===== config.mk =====
export PLATFORM = sky130hd
export DESIGN_NAME = framed_error_servo_tracker_unit
export DESIGN_NICKNAME = d
export VERILOG_FILES = /design/src/sv/fest_pkg.sv /design/src/sv/framed_error_servo_tracker_unit.sv /design/src/sv/fest_datapath.sv /design/src/sv/fest_ctrl.sv
export SDC_FILE = /design/constraint.sdc
export NUM_CORES = 2
export LEC_CHECK = 0
export BUFFER_PORTS_ARGS = -buffer_cell sky130_fd_sc_hd__buf_2
export CORE_MARGIN = 2
export CORE_UTILIZATION = 59
export CTS_CLUSTER_SIZE = 14
export DETAILED_ROUTE_END_ITERATION = 7
export HOLD_SLACK_MARGIN = 0.03
export PLACE_DENSITY = 0.79
export SYNTH_ARGS = -nofsm -noshare
export SYNTH_HDL_FRONTEND = slang
export SYNTH_HIERARCHICAL = 1
export SYNTH_SLANG_ARGS = --single-unit

===== constraint.sdc =====
create_clock -name clk -period 8.03 [get_ports clk]
set_input_delay 1.606 -clock clk [delete_from_list [all_inputs] [get_ports clk]]
set_output_delay 1.606 -clock clk [all_outputs]
set_load 0.05 [all_outputs]

===== src/sv/fest_pkg.sv =====
// ---------------------------------------------------------------------------
// fest_pkg
// Types, codes and constants shared by the servo tracker modules.
// ---------------------------------------------------------------------------
package fest_pkg;

	localparam int unsigned PERIOD_TICKS_DEF = 20;
	localparam int unsigned STALE_MS_DEF     = 250;

	localparam int GAIN_W  = 10;
	localparam int LIMIT_W = 10;
	localparam int US_W    = 15;
	localparam int PULSE_W = 19;
	localparam int SMOOTH_W = 25;
	localparam int ERR_W   = 16;
	localparam int CFG_IDX_W = 3;

	localparam logic [1:0] MODE_BYTE   = 2'd0;
	localparam logic [1:0] MODE_TICK   = 2'd1;
	localparam logic [1:0] MODE_RESYNC = 2'd2;

	localparam logic [1:0] FS_NONE = 2'd0;
	localparam logic [1:0] FS_OK   = 2'd1;
	localparam logic [1:0] FS_BAD  = 2'd2;

	localparam logic [CFG_IDX_W-1:0] REG_PAN_GAIN   = 3'd0;
	localparam logic [CFG_IDX_W-1:0] REG_TILT_GAIN  = 3'd1;
	localparam logic [CFG_IDX_W-1:0] REG_PAN_LIMIT  = 3'd2;
	localparam logic [CFG_IDX_W-1:0] REG_TILT_LIMIT = 3'd3;
	localparam logic [CFG_IDX_W-1:0] REG_PAN_LOW    = 3'd4;
	localparam logic [CFG_IDX_W-1:0] REG_PAN_HIGH   = 3'd5;
	localparam logic [CFG_IDX_W-1:0] REG_TILT_LOW   = 3'd6;
	localparam logic [CFG_IDX_W-1:0] REG_TILT_HIGH  = 3'd7;

	localparam logic [GAIN_W-1:0]  PAN_GAIN_RST   = 10'd51;
	localparam logic [GAIN_W-1:0]  TILT_GAIN_RST  = 10'd46;
	localparam logic [LIMIT_W-1:0] PAN_LIMIT_RST  = 10'd60;
	localparam logic [LIMIT_W-1:0] TILT_LIMIT_RST = 10'd50;
	localparam logic [US_W-1:0]    PAN_LOW_RST    = 15'd700;
	localparam logic [US_W-1:0]    PAN_HIGH_RST   = 15'd2300;
	localparam logic [US_W-1:0]    TILT_LOW_RST   = 15'd400;
	localparam logic [US_W-1:0]    TILT_HIGH_RST  = 15'd2200;

	localparam logic [PULSE_W-1:0] PAN_HOME_Q4  = 19'd24000;
	localparam logic [PULSE_W-1:0] TILT_HOME_Q4 = 19'd6400;

	localparam logic [7:0] HDR0      = 8'hAA;
	localparam logic [7:0] HDR1      = 8'h55;
	localparam logic [7:0] FRAME_LEN = 8'h04;

	localparam logic signed [SMOOTH_W-1:0] DEADBAND_Q8 = 25'sd5120;

	typedef struct packed {
		logic accept;
		logic filt;
		logic smth;
		logic mult;
		logic step;
		logic move;
		logic load_out;
		logic axis;
	} fest_cmd_t;

	typedef struct packed {
		logic go;
	} fest_sts_t;

endpackage


===== src/sv/framed_error_servo_tracker_unit.sv =====
// ---------------------------------------------------------------------------
// framed_error_servo_tracker_unit
// Deframes error packets and runs a filtered proportional pan/tilt servo step.
// ---------------------------------------------------------------------------
// Channel   Direction  Contents
// s_axis    in         tdata: rx_byte; tuser: mode
// m_axis    out        tdata: pan and tilt pulse widths; tuser: status flags
// cfg       in         one register write per cycle while cfg_write is high
//
// A word with no control step goes from idle to the emit state that loads
// the output register. A control step first runs filter, smooth, multiply,
// step and move for each axis in turn in the shared filter, multiplier and
// clamp unit. The output register lets the next word be accepted while a
// result waits. Reset homes the parser, timers and pulses, not filter state.
// ---------------------------------------------------------------------------
module framed_error_servo_tracker_unit import fest_pkg::*; #(
	parameter int unsigned CONTROL_PERIOD_TICKS = PERIOD_TICKS_DEF,
	parameter int unsigned STALE_AFTER_MS       = STALE_MS_DEF
) (
	input  logic                 clk,
	input  logic                 arst_n,
	input  logic                 s_axis_tvalid,
	output logic                 s_axis_tready,
	input  logic [7:0]           s_axis_tdata,  // [7:0] rx_byte
	input  logic [1:0]           s_axis_tuser,  // [1:0] mode
	output logic                 m_axis_tvalid,
	input  logic                 m_axis_tready,
	output logic [31:0]          m_axis_tdata,  // [14:0] pan width us, [29:15] tilt width us
	output logic [3:0]           m_axis_tuser,  // [1:0] frame_status, [2] control_ran,
	                                            // [3] link_lost
	input  logic                 cfg_write,
	input  logic [CFG_IDX_W-1:0] cfg_index,
	input  logic [US_W-1:0]      cfg_data
);

	fest_cmd_t cmd;
	fest_sts_t sts;

	fest_ctrl u_ctrl (
		.clk       (clk),
		.arst_n    (arst_n),
		.in_valid  (s_axis_tvalid),
		.in_ready  (s_axis_tready),
		.out_valid (m_axis_tvalid),
		.out_ready (m_axis_tready),
		.sts       (sts),
		.cmd       (cmd)
	);

	fest_datapath #(
		.CONTROL_PERIOD_TICKS (CONTROL_PERIOD_TICKS),
		.STALE_AFTER_MS       (STALE_AFTER_MS)
	) u_dp (
		.clk       (clk),
		.arst_n    (arst_n),
		.cfg_write (cfg_write),
		.cfg_index (cfg_index),
		.cfg_data  (cfg_data),
		.in_mode   (s_axis_tuser),
		.in_byte   (s_axis_tdata),
		.cmd       (cmd),
		.sts       (sts),
		.out_data  (m_axis_tdata),
		.out_user  (m_axis_tuser)
	);

endmodule


===== src/sv/fest_datapath.sv =====
// ---------------------------------------------------------------------------
// fest_datapath
// Packet deframer, link timing, error filter and pulse update for both axes.
// ---------------------------------------------------------------------------
module fest_datapath import fest_pkg::*; #(
	parameter int unsigned CONTROL_PERIOD_TICKS = PERIOD_TICKS_DEF,
	parameter int unsigned STALE_AFTER_MS       = STALE_MS_DEF
) (
	input  logic                 clk,
	input  logic                 arst_n,
	input  logic                 cfg_write,
	input  logic [CFG_IDX_W-1:0] cfg_index,
	input  logic [US_W-1:0]      cfg_data,
	input  logic [1:0]           in_mode,
	input  logic [7:0]           in_byte,
	input  fest_cmd_t            cmd,
	output fest_sts_t            sts,
	output logic [31:0]          out_data,
	output logic [3:0]           out_user
);

	localparam logic [2:0] PH_AA  = 3'd0;
	localparam logic [2:0] PH_55  = 3'd1;
	localparam logic [2:0] PH_LEN = 3'd2;
	localparam logic [2:0] PH_PAY = 3'd3;
	localparam logic [2:0] PH_SUM = 3'd4;

	localparam logic [4:0] PERIOD    = 5'(CONTROL_PERIOD_TICKS);
	localparam logic [8:0] STALE_LIM = 9'(STALE_AFTER_MS);
	localparam logic [8:0] AGE_MAX   = 9'(STALE_AFTER_MS + 1);

	logic [GAIN_W-1:0]  pan_gain_q, tilt_gain_q;
	logic [LIMIT_W-1:0] pan_limit_q, tilt_limit_q;
	logic [US_W-1:0]    pan_low_q, pan_high_q, tilt_low_q, tilt_high_q;

	logic [2:0] phase_q;
	logic [2:0] pay_idx_q;
	logic [7:0] xor_q;
	logic [7:0] pay_q [4];
	logic signed [ERR_W-1:0] err_x_q, err_y_q;
	logic       fresh_q;
	logic [8:0] age_q;
	logic [4:0] period_q;
	logic       stale_q;
	logic       reseed_q;
	logic signed [SMOOTH_W-1:0] smooth_x_q, smooth_y_q;
	logic [PULSE_W-1:0] pan_q, tilt_q;
	logic [1:0] fstat_q;
	logic       ran_q;

	logic signed [33:0] acc_s1;
	logic signed [35:0] prod_s2;
	logic               move_s2;
	logic signed [15:0] step_s3;

	logic       byte_in, tick_in;
	logic [8:0] age_next;
	logic [4:0] period_inc;
	logic       period_wrap, link_ok;
	logic       frame_ok, pay_we;

	logic signed [SMOOTH_W-1:0] s_sel, smooth_new, seed;
	logic signed [ERR_W-1:0]    raw_sel;
	logic [GAIN_W-1:0]          gain_sel;
	logic [LIMIT_W-1:0]         lim_sel;
	logic [US_W-1:0]            lo_sel, hi_sel;
	logic [PULSE_W-1:0]         pulse_sel, pulse_new;
	logic signed [33:0]         filt_old, filt_new, acc_rnd;
	logic signed [35:0]         prod_rnd;
	logic signed [23:0]         step_raw, lim_pos, lim_neg;
	logic signed [20:0]         sum, lo_ext, hi_ext;

	assign byte_in     = (in_mode == MODE_BYTE);
	assign tick_in     = (in_mode == MODE_TICK);
	assign age_next    = (age_q < AGE_MAX) ? age_q + 9'd1 : age_q;
	assign period_inc  = period_q + 5'd1;
	assign period_wrap = (period_inc >= PERIOD);
	assign link_ok     = (age_next <= STALE_LIM);
	assign sts.go      = tick_in && period_wrap && link_ok && fresh_q;
	assign frame_ok    = cmd.accept && byte_in && (phase_q == PH_SUM) && (in_byte == xor_q);
	assign pay_we      = cmd.accept && byte_in && (phase_q == PH_PAY);

	always_comb begin
		s_sel     = cmd.axis ? smooth_y_q : smooth_x_q;
		raw_sel   = cmd.axis ? err_y_q : err_x_q;
		gain_sel  = cmd.axis ? tilt_gain_q : pan_gain_q;
		lim_sel   = cmd.axis ? tilt_limit_q : pan_limit_q;
		lo_sel    = cmd.axis ? tilt_low_q : pan_low_q;
		hi_sel    = cmd.axis ? tilt_high_q : pan_high_q;
		pulse_sel = cmd.axis ? tilt_q : pan_q;

		filt_old   = {{9{s_sel[SMOOTH_W-1]}}, s_sel} * 34'sd38;
		filt_new   = ({{18{raw_sel[ERR_W-1]}}, raw_sel} * 34'sd218) <<< 8;
		acc_rnd    = acc_s1 + 34'sd128;
		smooth_new = acc_rnd[32:8];
		seed       = {raw_sel[ERR_W-1], raw_sel, 8'd0};

		prod_rnd = prod_s2 + 36'sd2048;
		step_raw = prod_rnd[35:12];
		lim_pos  = $signed({10'd0, lim_sel, 4'd0});
		lim_neg  = -lim_pos;

		sum    = $signed({2'b00, pulse_sel}) + {{5{step_s3[15]}}, step_s3};
		lo_ext = $signed({2'b00, lo_sel, 4'd0});
		hi_ext = $signed({2'b00, hi_sel, 4'd0});
		priority if (sum < lo_ext) begin
			pulse_new = lo_ext[PULSE_W-1:0];
		end else if (sum > hi_ext) begin
			pulse_new = hi_ext[PULSE_W-1:0];
		end else begin
			pulse_new = sum[PULSE_W-1:0];
		end
	end

	always_ff @(posedge clk or negedge arst_n) begin
		if (!arst_n) begin
			pan_gain_q   <= PAN_GAIN_RST;
			tilt_gain_q  <= TILT_GAIN_RST;
			pan_limit_q  <= PAN_LIMIT_RST;
			tilt_limit_q <= TILT_LIMIT_RST;
			pan_low_q    <= PAN_LOW_RST;
			pan_high_q   <= PAN_HIGH_RST;
			tilt_low_q   <= TILT_LOW_RST;
			tilt_high_q  <= TILT_HIGH_RST;
		end else if (cfg_write) begin
			unique case (cfg_index)
				REG_PAN_GAIN:   pan_gain_q   <= cfg_data[GAIN_W-1:0];
				REG_TILT_GAIN:  tilt_gain_q  <= cfg_data[GAIN_W-1:0];
				REG_PAN_LIMIT:  pan_limit_q  <= cfg_data[LIMIT_W-1:0];
				REG_TILT_LIMIT: tilt_limit_q <= cfg_data[LIMIT_W-1:0];
				REG_PAN_LOW:    pan_low_q    <= cfg_data;
				REG_PAN_HIGH:   pan_high_q   <= cfg_data;
				REG_TILT_LOW:   tilt_low_q   <= cfg_data;
				REG_TILT_HIGH:  tilt_high_q  <= cfg_data;
				default: ;
			endcase
		end
	end

	always_ff @(posedge clk or negedge arst_n) begin
		if (!arst_n) begin
			phase_q   <= PH_AA;
			pay_idx_q <= 3'd0;
			xor_q     <= 8'd0;
			fresh_q   <= 1'b0;
			age_q     <= AGE_MAX;
			period_q  <= 5'd0;
			stale_q   <= 1'b1;
			reseed_q  <= 1'b0;
			fstat_q   <= FS_NONE;
			ran_q     <= 1'b0;
			pan_q     <= PAN_HOME_Q4;
			tilt_q    <= TILT_HOME_Q4;
		end else begin
			if (cmd.accept) begin
				if (byte_in && (phase_q == PH_SUM)) begin
					fstat_q <= frame_ok ? FS_OK : FS_BAD;
				end else begin
					fstat_q <= FS_NONE;
				end
				ran_q <= sts.go;
				unique case (in_mode)
					MODE_BYTE: begin
						unique case (phase_q)
							PH_AA: begin
								if (in_byte == HDR0) begin
									phase_q <= PH_55;
								end
							end
							PH_55: begin
								if (in_byte == HDR1) begin
									phase_q <= PH_LEN;
								end else begin
									phase_q <= (in_byte == HDR0) ? PH_55 : PH_AA;
								end
							end
							PH_LEN: begin
								if (in_byte == FRAME_LEN) begin
									pay_idx_q <= 3'd0;
									xor_q     <= in_byte;
									phase_q   <= PH_PAY;
								end else begin
									phase_q <= (in_byte == HDR0) ? PH_55 : PH_AA;
								end
							end
							PH_PAY: begin
								xor_q     <= xor_q ^ in_byte;
								pay_idx_q <= pay_idx_q + 3'd1;
								if (pay_idx_q + 3'd1 >= 3'd4) begin
									phase_q <= PH_SUM;
								end
							end
							PH_SUM: begin
								if (frame_ok) begin
									age_q   <= 9'd0;
									fresh_q <= 1'b1;
								end
								phase_q <= PH_AA;
							end
							default: phase_q <= PH_AA;
						endcase
					end
					MODE_TICK: begin
						age_q    <= age_next;
						period_q <= period_wrap ? 5'd0 : period_inc;
						if (period_wrap) begin
							fresh_q <= 1'b0;
							if (!link_ok) begin
								stale_q <= 1'b1;
							end else if (fresh_q) begin
								reseed_q <= stale_q;
								stale_q  <= 1'b0;
							end
						end
					end
					MODE_RESYNC: phase_q <= PH_AA;
					default: ;
				endcase
			end
			if (cmd.move) begin
				if (cmd.axis) begin
					tilt_q <= pulse_new;
				end else begin
					pan_q <= pulse_new;
				end
			end
		end
	end

	always_ff @(posedge clk) begin
		if (pay_we) begin
			pay_q[pay_idx_q[1:0]] <= in_byte;
		end
		if (frame_ok) begin
			err_x_q <= $signed({pay_q[1], pay_q[0]});
			err_y_q <= $signed({pay_q[3], pay_q[2]});
		end
		if (cmd.filt) begin
			acc_s1 <= filt_old + filt_new;
		end
		if (cmd.smth) begin
			if (cmd.axis) begin
				smooth_y_q <= reseed_q ? seed : smooth_new;
			end else begin
				smooth_x_q <= reseed_q ? seed : smooth_new;
			end
		end
		if (cmd.mult) begin
			prod_s2 <= $signed({1'b0, gain_sel}) * s_sel;
			move_s2 <= (s_sel > DEADBAND_Q8) || (s_sel < -DEADBAND_Q8);
		end
		if (cmd.step) begin
			priority if (!move_s2) begin
				step_s3 <= 16'sd0;
			end else if (step_raw > lim_pos) begin
				step_s3 <= lim_pos[15:0];
			end else if (step_raw < lim_neg) begin
				step_s3 <= lim_neg[15:0];
			end else begin
				step_s3 <= step_raw[15:0];
			end
		end
		if (cmd.load_out) begin
			out_data <= {2'b00, tilt_q[PULSE_W-1:4], pan_q[PULSE_W-1:4]};
			out_user <= {stale_q, ran_q, fstat_q};
		end
	end

endmodule


===== src/sv/fest_ctrl.sv =====
// ---------------------------------------------------------------------------
// fest_ctrl
// Sequencer that steps the shared axis datapath and owns the stream handshake.
// ---------------------------------------------------------------------------
module fest_ctrl import fest_pkg::*; (
	input  logic      clk,
	input  logic      arst_n,
	input  logic      in_valid,
	output logic      in_ready,
	output logic      out_valid,
	input  logic      out_ready,
	input  fest_sts_t sts,
	output fest_cmd_t cmd
);

	localparam logic [2:0] S_IDLE = 3'd0;
	localparam logic [2:0] S_FILT = 3'd1;
	localparam logic [2:0] S_SMTH = 3'd2;
	localparam logic [2:0] S_MULT = 3'd3;
	localparam logic [2:0] S_STEP = 3'd4;
	localparam logic [2:0] S_MOVE = 3'd5;
	localparam logic [2:0] S_EMIT = 3'd6;

	logic [2:0] state_q;
	logic       axis_q;
	logic       out_valid_q;
	logic       accept, load;

	assign in_ready  = (state_q == S_IDLE);
	assign accept    = in_valid && in_ready;
	assign load      = (state_q == S_EMIT) && (!out_valid_q || out_ready);
	assign out_valid = out_valid_q;

	always_comb begin
		cmd.accept   = accept;
		cmd.filt     = (state_q == S_FILT);
		cmd.smth     = (state_q == S_SMTH);
		cmd.mult     = (state_q == S_MULT);
		cmd.step     = (state_q == S_STEP);
		cmd.move     = (state_q == S_MOVE);
		cmd.load_out = load;
		cmd.axis     = axis_q;
	end

	always_ff @(posedge clk or negedge arst_n) begin
		if (!arst_n) begin
			state_q     <= S_IDLE;
			axis_q      <= 1'b0;
			out_valid_q <= 1'b0;
		end else begin
			if (load) begin
				out_valid_q <= 1'b1;
			end else if (out_ready) begin
				out_valid_q <= 1'b0;
			end
			unique case (state_q)
				S_IDLE: begin
					if (accept) begin
						axis_q  <= 1'b0;
						state_q <= sts.go ? S_FILT : S_EMIT;
					end
				end
				S_FILT: state_q <= S_SMTH;
				S_SMTH: state_q <= S_MULT;
				S_MULT: state_q <= S_STEP;
				S_STEP: state_q <= S_MOVE;
				S_MOVE: begin
					if (!axis_q) begin
						axis_q  <= 1'b1;
						state_q <= S_FILT;
					end else begin
						state_q <= S_EMIT;
					end
				end
				S_EMIT: begin
					if (load) begin
						state_q <= S_IDLE;
					end
				end
				default: state_q <= S_IDLE;
			endcase
		end
	end

endmodule


==> flow_summary_export.csv <==
group,metric,value,unit
floorplanning,start_util,0.595,
placement,placedCellCount,4051,
detailed_routing,top_layer,"met4",
setup_path,r2r.worst_path.cells,20,
floorplanning,fp.dieArea,0.0587,mm^2
min_path,hold_path_class,"flop to flop",
clock_tree,clock_latency,0.57,ns
floorplanning,rows,87,
timing,slew_headroom,0.240,
detailed_routing,route.detailed.drc,0,
clock_tree,cts_sinks,393,
clock_tree,cts_resized,0,
clock_tree,post-cts-setup-buffer-count,0,
timing,clock.fmax,0.134,GHz
clock_tree,cts_hold_buf,0,
grt,grtUsageTotal,0.253,
timing,skew,0.0245,ns
setup_path,critPathMaxFanout,49,
timing,tightestPinTransition,1.14,ns
detailed_routing,vias_per_cell,5.75,
synth,synth_area_leaders,"edfxtp_1 (19%), fa_1 (16%), ha_1 (11%), dfrtp_1 (9.3%), inv_1 (5.0%)",
synth,ys_seq_area_frac,0.328,
clock_tree,cts_buffer_depth,3,
grt,grt_pass1_wl,122000,um
layout,fin_nets,3942,
detailed_routing,wire_per_inst,17.7,um
grt,grt_pass1_vias,24600,
clock_tree,cts_root_buffer,"clkbuf_16",
setup_path,cp-startpoint,"u_ctrl/axis_q",
timing,rsz0062_at_grt,"no",
grt,overflow,0,
timing,period_share,0.929,
setup_path,critPathKind,"flop to flop",
synth,synth_edf_count,216,
timing,setup-violations-final,0,
timing,slew_viol_final,0,
synth,yosys_most_used_dff,"edfxtp_1",
synth,syn_area_per_cell,10.3,um^2
timing,setup_tns,0,ns
layout,mostFrequentLayoutCell,"inv_1",
floorplanning,die_h,242,um
placement,gp_congestion,0.891,
detailed_routing,wl,73000,um
layout,antennaDiodeCount,0,
setup_path,r2r_slack,0.57,ns
synth,synth_top_area_frac,0.194,
flow_run,maxCapViolations,0,
setup_path,setup.worst_path.end,"u_dp/prod_s2[35]",
detailed_routing,vias,23700,
floorplanning,die_w,242,um
setup_path,end_kind,"flop",
timing,hold_viol,0,
synth,yosysTopAreaCell,"edfxtp_1",
detailed_routing,drtAntennaViolNets,0,
detailed_routing,m1WireLength,30000,um
setup_path,start_kind,"flop",
synth,synth_cell_type_count,95,
floorplanning,io_pins,71,
synth,syn_area,0.0335,mm^2
synth,ys_ff_latch,393,
synth,async_reset_ff_frac,0.450,
synth,yosysWarnings,6,
detailed_routing,route.met2.wl,36600,um
detailed_routing,drt_iter0_drc,1476,
detailed_routing,wl_met3,3450,um
clock_tree,path_clk_slew,0.06,ns
clock_tree,cts_buffers,42,
setup_path,required,8.35,ns
setup_path,r2r-end,"u_dp/prod_s2[35]",
clock_tree,cts_tree,"done",
setup_path,crit-reg2reg-launch,"u_ctrl/axis_q",
detailed_routing,drt-pass1-iter-count,5,
timing,fin_crit,7.46,ns
floorplanning,coreArea,0.0563,mm^2
grt,grt_max_degree,95,
run_status,status,"completed",
clock_tree,htreeDepth,2,
placement,hpwl,57100,um
placement,numPortBuffers,68,
setup_path,worstPathArrival,7.78,ns
layout,final_cell_mix,"inv_1 (444), ha_1 (295), fa_1 (275)",
synth,netlist_instances,3263,
layout,drive_above_1_share,0.124,
layout,instances_no_fill,4126,
layout,area_growth,8.05,%
layout,num-fill-cells,4402,
grt,antenna_found_initial,0,
-- critical path: stages, from the launching register on --
cell,delay [ns]
dfrtp_4,0.91
mux2i_1,0.37
clkinv_1,0.36
nand2_1,0.20
fa_1,0.44
fa_1,0.49
inv_1,0.05
fa_1,0.50
fa_1,0.53
fa_1,0.49
ha_1,0.37
a21o_1,0.21
a21oi_1,0.22
or3b_1,0.39
or3_4,0.35
a31oi_4,0.22
o211ai_2,0.14
a21bo_1,0.24
o41a_1,0.38
nor4_1,0.25
nor3_1,0.08
-- per-stage QoR --
step | hold slack (ns) | util | setup slack [ns] | instance area [um^2]
after floorplan | 0.400 | - | 0.124 | 33500
after global placement | 0.401 | 0.619 | 0.748 | 34800
after detailed placement | 0.405 | 0.619 | 0.571 | 34800
after CTS | 0.418 | 0.643 | 0.549 | 36200
after global routing | 0.424 | 0.643 | 0.118 | 36200
final | 0.416 | 0.643 | 0.570 | 36200
-- registers in the layout, indices dropped and copies added (netlist names), 16 cells and up --
signal / count
u_dp/pan_q: 19
u_dp/err_y_q: 16
u_dp/acc_s1: 26
u_dp/out_data: 30
u_dp/smooth_y_q: 25
u_dp/err_x_q: 16
u_dp/pay_q: 32
u_dp/smooth_x_q: 25
u_dp/tilt_q: 19
u_dp/step_s3: 16
u_dp/prod_s2: 25
-- Yosys cell counts, drive strengths merged (9+ instances only) --
| cell | n |
|---|---|
| a211oi | 23 |
| a21o | 44 |
| a21oi | 124 |
| a22o | 12 |
| a31oi | 18 |
| and2 | 25 |
| and3 | 31 |
| and4 | 10 |
| buf | 32 |
| clkbuf | 58 |
| clkinv | 16 |
| dfrtp | 124 |
| dfstp | 53 |
| edfxtp | 216 |
| fa | 275 |
| ha | 295 |
| inv | 445 |
| mux2 | 147 |
| mux2i | 75 |
| nand2 | 271 |
| nand2b | 24 |
| nand3 | 85 |
| nand4 | 29 |
| nor2 | 245 |
| nor2b | 40 |
| nor3 | 64 |
| nor4 | 16 |
| o211ai | 24 |
| o21a | 32 |
| o21ai | 104 |
| o221ai | 9 |
| o31ai | 15 |
| or3 | 13 |
| xnor2 | 120 |
| xor2 | 57 |
-- worst min-delay path by stage --
stage	start	end	cells after the start
detailed placement	u_dp/pay_q[3][3]	u_dp/err_y_q[11]	0
floorplan	u_dp/pay_q[0][0]	u_dp/err_x_q[0]	0
global placement	u_dp/pay_q[2][6]	u_dp/err_y_q[6]	0
CTS	u_dp/pay_q[3][3]	u_dp/err_y_q[11]	0
global route	u_dp/pay_q[3][4]	u_dp/err_y_q[12]	0
finish	u_dp/pay_q[0][0]	u_dp/err_x_q[0]	0
-- cell type report --
class	instances	area, um^2	area share
sequential	393	11000	0.304
clock inverter	23	210	0.00581
tap	756	946	0.0261
timing repair buffer	121	744	0.0206
multi-input combinational	2320	20400	0.564
clock buffer	52	1150	0.0318
inverter	461	1730	0.0478
-- logic make-up (layout without fill, tap and decap cells) --
group,after synthesis,in the layout,synth area share
DFF,393,393,0.328
and+or+nand+nor,881,881,0.124
buffers and inverters,551,657,0.0636
adders and majority gates,570,570,0.275
muxes,222,222,0.0718
other,1,2,0.000112
xor gates and xnor gates,178,178,0.0470
AOI/OAI and AO/OA,467,467,0.0916
-- layer usage --
| metal | vias up | track usage |
|---|---|---|
| li1 | 11200 | - |
| met1 | 11500 | 0.312 |
| met2 | 738 | 0.446 |
| met3 | 199 | 0.0349 |
| met4 | 0 | 0.108 |
| met5 | - | 0 |
Power is left out: the tool's default activity adds up to more than one toggle a clock period on the data nets, which glitch-free logic cannot reach.
